File: config.mk
export PLATFORM = sky130hd
export DESIGN_NAME = bsc_div
export DESIGN_NICKNAME = d
export VERILOG_FILES = /design/src/sv/bsc_pkg.sv /design/src/sv/bsc_div.sv
export SDC_FILE = /design/constraint.sdc
export NUM_CORES = 2
export LEC_CHECK = 0
export BUFFER_PORTS_ARGS = -buffer_cell sky130_fd_sc_hd__buf_2
export CORE_MARGIN = 4
export CORE_UTILIZATION = 56
export CTS_CLUSTER_SIZE = 40
export DETAILED_ROUTE_END_ITERATION = 6
export PLACE_DENSITY = 0.73
export SLEW_MARGIN = 5
export SYNTH_ARGS = -nofsm -noshare
export SYNTH_HDL_FRONTEND = slang
export SYNTH_MEMORY_MAX_BITS = 65536
export SYNTH_SLANG_ARGS = --single-unit
File: constraint.sdc
create_clock -name clock -period 6.2 [get_ports clock]
set_input_delay 0 -clock clock [delete_from_list [all_inputs] [get_ports clock]]
set_output_delay 0 -clock clock [all_outputs]
set_load 0.02 [all_outputs]
File: src/sv/bsc_pkg.sv
`timescale 1ns / 1ps
// ----------------------------------------------------------------------------
// bsc_pkg
// Shared types and constants of the barometric sensor compensation block.
// ----------------------------------------------------------------------------
package bsc_pkg;

   // datapath word, every intermediate wraps at this width
   localparam int DATA_W = 32;

   // configuration register indexes
   localparam int CSR_IDX_W = 3;
   localparam logic [CSR_IDX_W-1:0] CSR_AC1_AC2 = 3'd0;
   localparam logic [CSR_IDX_W-1:0] CSR_AC3_AC4 = 3'd1;
   localparam logic [CSR_IDX_W-1:0] CSR_AC5_AC6 = 3'd2;
   localparam logic [CSR_IDX_W-1:0] CSR_B1_B2   = 3'd3;
   localparam logic [CSR_IDX_W-1:0] CSR_MC_MD   = 3'd4;
   localparam logic [CSR_IDX_W-1:0] CSR_OSS     = 3'd5;

   localparam logic [1:0] OSS_RESET = 2'd3;

   // compensation constants
   localparam logic [DATA_W-1:0] B6_OFFSET    = 32'd4000;
   localparam logic [DATA_W-1:0] B4_OFFSET    = 32'd32768;
   localparam logic [DATA_W-1:0] B7_SCALE     = 32'd50000;
   localparam logic [DATA_W-1:0] P_COEF_SQ    = 32'd3038;
   localparam logic [DATA_W-1:0] P_COEF_LIN   = 32'hFFFF_E343; // -7357
   localparam logic [DATA_W-1:0] P_COEF_OFS   = 32'd3791;
   localparam logic [DATA_W-1:0] T_MAX        = 32'h0000_7FFF;
   localparam logic [DATA_W-1:0] T_MIN        = 32'hFFFF_8000;
   localparam logic [DATA_W-1:0] P_MAX        = 32'd1048575;

   typedef struct packed {
      logic [15:0] raw_temp;
      logic [18:0] raw_pressure;
   } req_type;

   typedef struct packed {
      logic [15:0] temperature_decic;
      logic [19:0] pressure_pa;
      logic        div_fault;
   } rsp_type;

   // beat sideband through the temperature divider
   typedef struct packed {
      logic [DATA_W-1:0] x1;
      logic              neg;
      logic              fault;
      logic [18:0]       up;
   } div1_side_type;

   // beat sideband through the pressure divider
   typedef struct packed {
      logic        fault;
      logic [15:0] temp;
      logic        dbl;
   } div2_side_type;

endpackage

File: src/sv/bsc_div.sv
`timescale 1ns / 1ps
// ----------------------------------------------------------------------------
// bsc_div
// Pipelined restoring unsigned divider, one quotient bit per stage, with a
// sideband beat that travels alongside. It takes one beat per cycle.
// ----------------------------------------------------------------------------
module bsc_div #(
   parameter int  W = bsc_pkg::DATA_W,
   parameter type side_type = logic
) (
   input  logic         clock,
   input  logic         reset,
   input  logic         in_valid,
   input  logic [W-1:0] in_dividend,
   input  logic [W-1:0] in_divisor,
   input  side_type     in_side,
   output logic         out_valid,
   output logic [W-1:0] out_quotient,
   output side_type     out_side
);

   logic [W-1:0] rem_ff [W];
   logic [W-1:0] num_ff [W];
   logic [W-1:0] quo_ff [W];
   logic [W-1:0] dvs_ff [W];
   side_type     side_ff [W];
   logic [W-1:0] vld_ff;

   logic [W-1:0] rem_in [W];
   logic [W-1:0] num_in [W];
   logic [W-1:0] quo_in [W];
   logic [W-1:0] dvs_in [W];
   side_type     side_in [W];
   logic [W-1:0] vld_in;

   // one shift-compare-subtract step per stage
   always_comb begin
      logic [W-1:0] rp, np, qp, dp;
      logic [W:0]   trial;
      logic         ge;
      for (int k = 0; k < W; k++) begin
         if (k == 0) begin
            rp = '0;
            np = in_dividend;
            qp = '0;
            dp = in_divisor;
            side_in[k] = in_side;
            vld_in[k] = in_valid;
         end else begin
            rp = rem_ff[k-1];
            np = num_ff[k-1];
            qp = quo_ff[k-1];
            dp = dvs_ff[k-1];
            side_in[k] = side_ff[k-1];
            vld_in[k] = vld_ff[k-1];
         end
         trial = {rp, np[W-1]};
         ge = (trial >= {1'b0, dp});
         rem_in[k] = ge ? W'(trial - {1'b0, dp}) : trial[W-1:0];
         num_in[k] = {np[W-2:0], 1'b0};
         quo_in[k] = {qp[W-2:0], ge};
         dvs_in[k] = dp;
      end
   end

   always_ff @(posedge clock) begin
      for (int k = 0; k < W; k++) begin
         rem_ff[k]  <= rem_in[k];
         num_ff[k]  <= num_in[k];
         quo_ff[k]  <= quo_in[k];
         dvs_ff[k]  <= dvs_in[k];
         side_ff[k] <= side_in[k];
      end
      if (reset) begin
         vld_ff <= '0;
      end else begin
         vld_ff <= vld_in;
      end
   end

   assign out_valid    = vld_ff[W-1];
   assign out_quotient = quo_ff[W-1];
   assign out_side     = side_ff[W-1];

   // remainder left after the last step is below a nonzero divisor
   a_rem_bound: assert property (@(posedge clock) disable iff (reset)
      (vld_ff[W-1] && dvs_ff[W-1] != '0) |-> (rem_ff[W-1] < dvs_ff[W-1]))
      else $error("divider remainder not below divisor");

   // every beat that leaves matches an earlier entry
   a_div_latency: assert property (@(posedge clock) disable iff (reset)
      out_valid |-> $past(in_valid, W))
      else $error("divider beat without matching entry");

endmodule
==> results.sh <==
export IMPL_synth_ff_type="dfxtp_1"
export IMPL_cts_setup_buffers=0
export IMPL_fin_ws_ns=1.99
export IMPL_start_kind="register"
export IMPL_syn_nets=14200
export IMPL_max_slew_worst_pin_slew_ns=1.40
export IMPL_crit_fanout=5
export IMPL_cp_end_kind="register"
export IMPL_max_stage_delay_ns=1.14
export IMPL_final_core_util_pct=63.0
export IMPL_rsz0062_at_grt="no"
export IMPL_ios=102
export IMPL_synthArstFlopShare_pct=0
export IMPL_layout_commonest_cell="dfxtp_1"
export IMPL_overflow=0
export IMPL_critPathArrivalTime_ns=5.03
export IMPL_post_place_ws_ns=2.06
export IMPL_groute_usage_overall_pct=24.8
export IMPL_wl_mm=300
export IMPL_path_clk_slew_ns=0.07
export IMPL_crit_chain="inv_1 -> ha_1 -> nor2b_1 -> o31a_1 -> o311ai_0 -> a21oi_1 -> o21ai_0 -> o21ai_0 -> a21o_1 -> a21oi_1 -> xnor2_1 -> mux2_2"
export IMPL_post_route_period_util_pct=67.9
export IMPL_cts_resized_gates=0
export IMPL_drive_above_1_share_pct=8.33
export IMPL_die_y_um=484
export IMPL_finalWeightedCongestion=0.961
export IMPL_synth_edf_count=0
export IMPL_yosysSeqAreaShare_pct=48.4
export IMPL_clockBufferDepth=4
export IMPL_hold_viol=0
export IMPL_fp_row_count=174
export IMPL_start_util_pct=56.4
export IMPL_nets=14400
export IMPL_die_x_um=484
export IMPL_syn2layout_area_growth_pct=11.7
export IMPL_synth_seq_cells=3072
export IMPL_grt_pass1_wl_mm=475
export IMPL_fillers=18500
export IMPL_final_setup_tns_ns=0
export IMPL_final_cell_mix="dfxtp_1, inv_1, a21oi_1"
export IMPL_wire_per_inst_um=18.1
export IMPL_clkLatencyLatePin_ns=0.94
export IMPL_p_leak_uw=0.0665
export IMPL_antenna_found_initial=11
export IMPL_htreeDepth=5
export IMPL_synth_distinct_cells=101
export IMPL_grt_max_degree=65
export IMPL_finalClockSkew_ns=0.0811
export IMPL_vias=91800
export IMPL_drv_cap=0
export IMPL_drt_pass1_iter_count=7
export IMPL_viasPerCell=5.56
export IMPL_holdWs_ns=0.0918
export IMPL_violations="design-rule violations"
export IMPL_cts_buffers=319
export IMPL_ir_drop_mv=0.296
export IMPL_setup_viol=0
export IMPL_syn_area_um2=127000
export IMPL_status="complete, but fails checks"
export IMPL_dp_hpwl_mm=230
export IMPL_hp_class="in -> reg"
export IMPL_core_um2=225000
export IMPL_slew_viol_final=0
export IMPL_ant_nets=0
export IMPL_cts_tree="yes"
export IMPL_ctsRootBufferMaster="clkbuf_16"
export IMPL_io_buffers=101
export IMPL_avgSynthCellArea_um2=9.70
export IMPL_path_class="reg -> reg"
export IMPL_fmax_ghz=0.237
export IMPL_grt_pass1_vias=90400
export IMPL_power_density_nw_per_um2=356
export IMPL_crit_required_ns=7.02
export IMPL_max_slew_margin_rel_pct=5.26
export IMPL_remaining_drc_errors=2
export IMPL_cts_sinks=3072
export IMPL_initialDrtViolationCount=6909
export IMPL_cp_slowest_cell="o311ai_0"
export IMPL_yosysWarnings=0
export IMPL_dieArea_um2=234000
export IMPL_syn_inst=13100
export IMPL_finalCriticalPeriod_ns=4.21
-- final timing paths --
check,slack (ns),cells past startpoint,from,end
setup / recovery,1.99,12,dvs_ff[1][98],rem_ff[1][152]
hold / removal,0.09,3,reset,vld_ff[1]
setup reg to reg,1.99,12,dvs_ff[1][98],rem_ff[1][152]
hold reg to reg,0.28,0,num_ff[0][90],num_ff[0][122]
-- layout make-up --
cell class	count	area, um^2	area share [%]
antenna	4	10.0	0.00706
clock buffer	428	9050	6.38
clock inverter	126	1450	1.02
inverter	1236	4640	3.27
multi-input combinational	8392	59300	41.8
sequential	3072	61500	43.4
tap	2992	3740	2.64
timing repair buffer	264	2080	1.46
-- through the flow --
step,instances,instance area [um^2],power (uW)
CTS,16500,142000,50900
detailed placement,15800,130000,31800
finish,16500,142000,50500
global placement,15800,130000,31600
global route,16500,142000,53000
floorplan,13100,127000,29500
-- logic make-up (layout without fill, tap and decap cells) --
family	count (synthesis)	count (layout)	synth area share, %
simple gates	2767	2767	10.3
xor+xnor	801	801	5.53
compound gates	3385	3385	16.9
fa+ha+maj	1024	1024	10.3
mux	415	415	3.64
other cells	0	4	0
flops	3072	3072	48.4
buf+inv	1616	2054	4.97
-- cell usage after synthesis (all sizes together) (280+ instances only) --
master,n,share of area (%)
xnor2,467,3.2
clkbuf,280,0.83
mux2,369,3.3
o21ai,826,3.3
ha,994,9.8
xor2,334,2.3
nor2,731,2.2
inv,1236,3.7
a21o,516,3.1
nand2,890,2.6
dfxtp,3072,48
a21oi,1056,4.2
-- what timing repair did --
action,CTS,global route
setup endpoints to repair,0,0
hold endpoints to repair,129,0
hold buffers,134,0
-- flip-flops by register name, summed over array words and instances (netlist names) --
name     cells
rem_ff     992
num_ff     496
dvs_ff     992
vld_ff      32
side_ff     32
quo_ff     528
-- where the power goes --
part	switching (uW)	total, uW	internal (uW)
clock	7600	18900	11300
sequential	931	22100	21200
combinational	5430	9500	4070
-- routing by layer --
| layer | vias to the layer above | wire, um | GRT usage, % |
|---|---|---|---|
| li1 | 45600 | - | - |
| met3 | 701 | 14600 | 3.13 |
| met4 | 2 | 11800 | 9.47 |
| met1 | 43000 | 126000 | 30.5 |
| met2 | 2507 | 147000 | 44.2 |
| met5 | - | 7 | 0 |
-- worst max-delay path: cells and delay by family, from the launching register on --
family / cells / cell delay (ns)
flops: 1 / 0.34
compound gates: 7 / 2.87
buf+inv: 1 / 0.05
xor+xnor: 1 / 0.07
simple gates: 1 / 0.17
fa+ha+maj: 1 / 0.34
mux: 1 / 0.26
(Power assumes the default switching activity.)
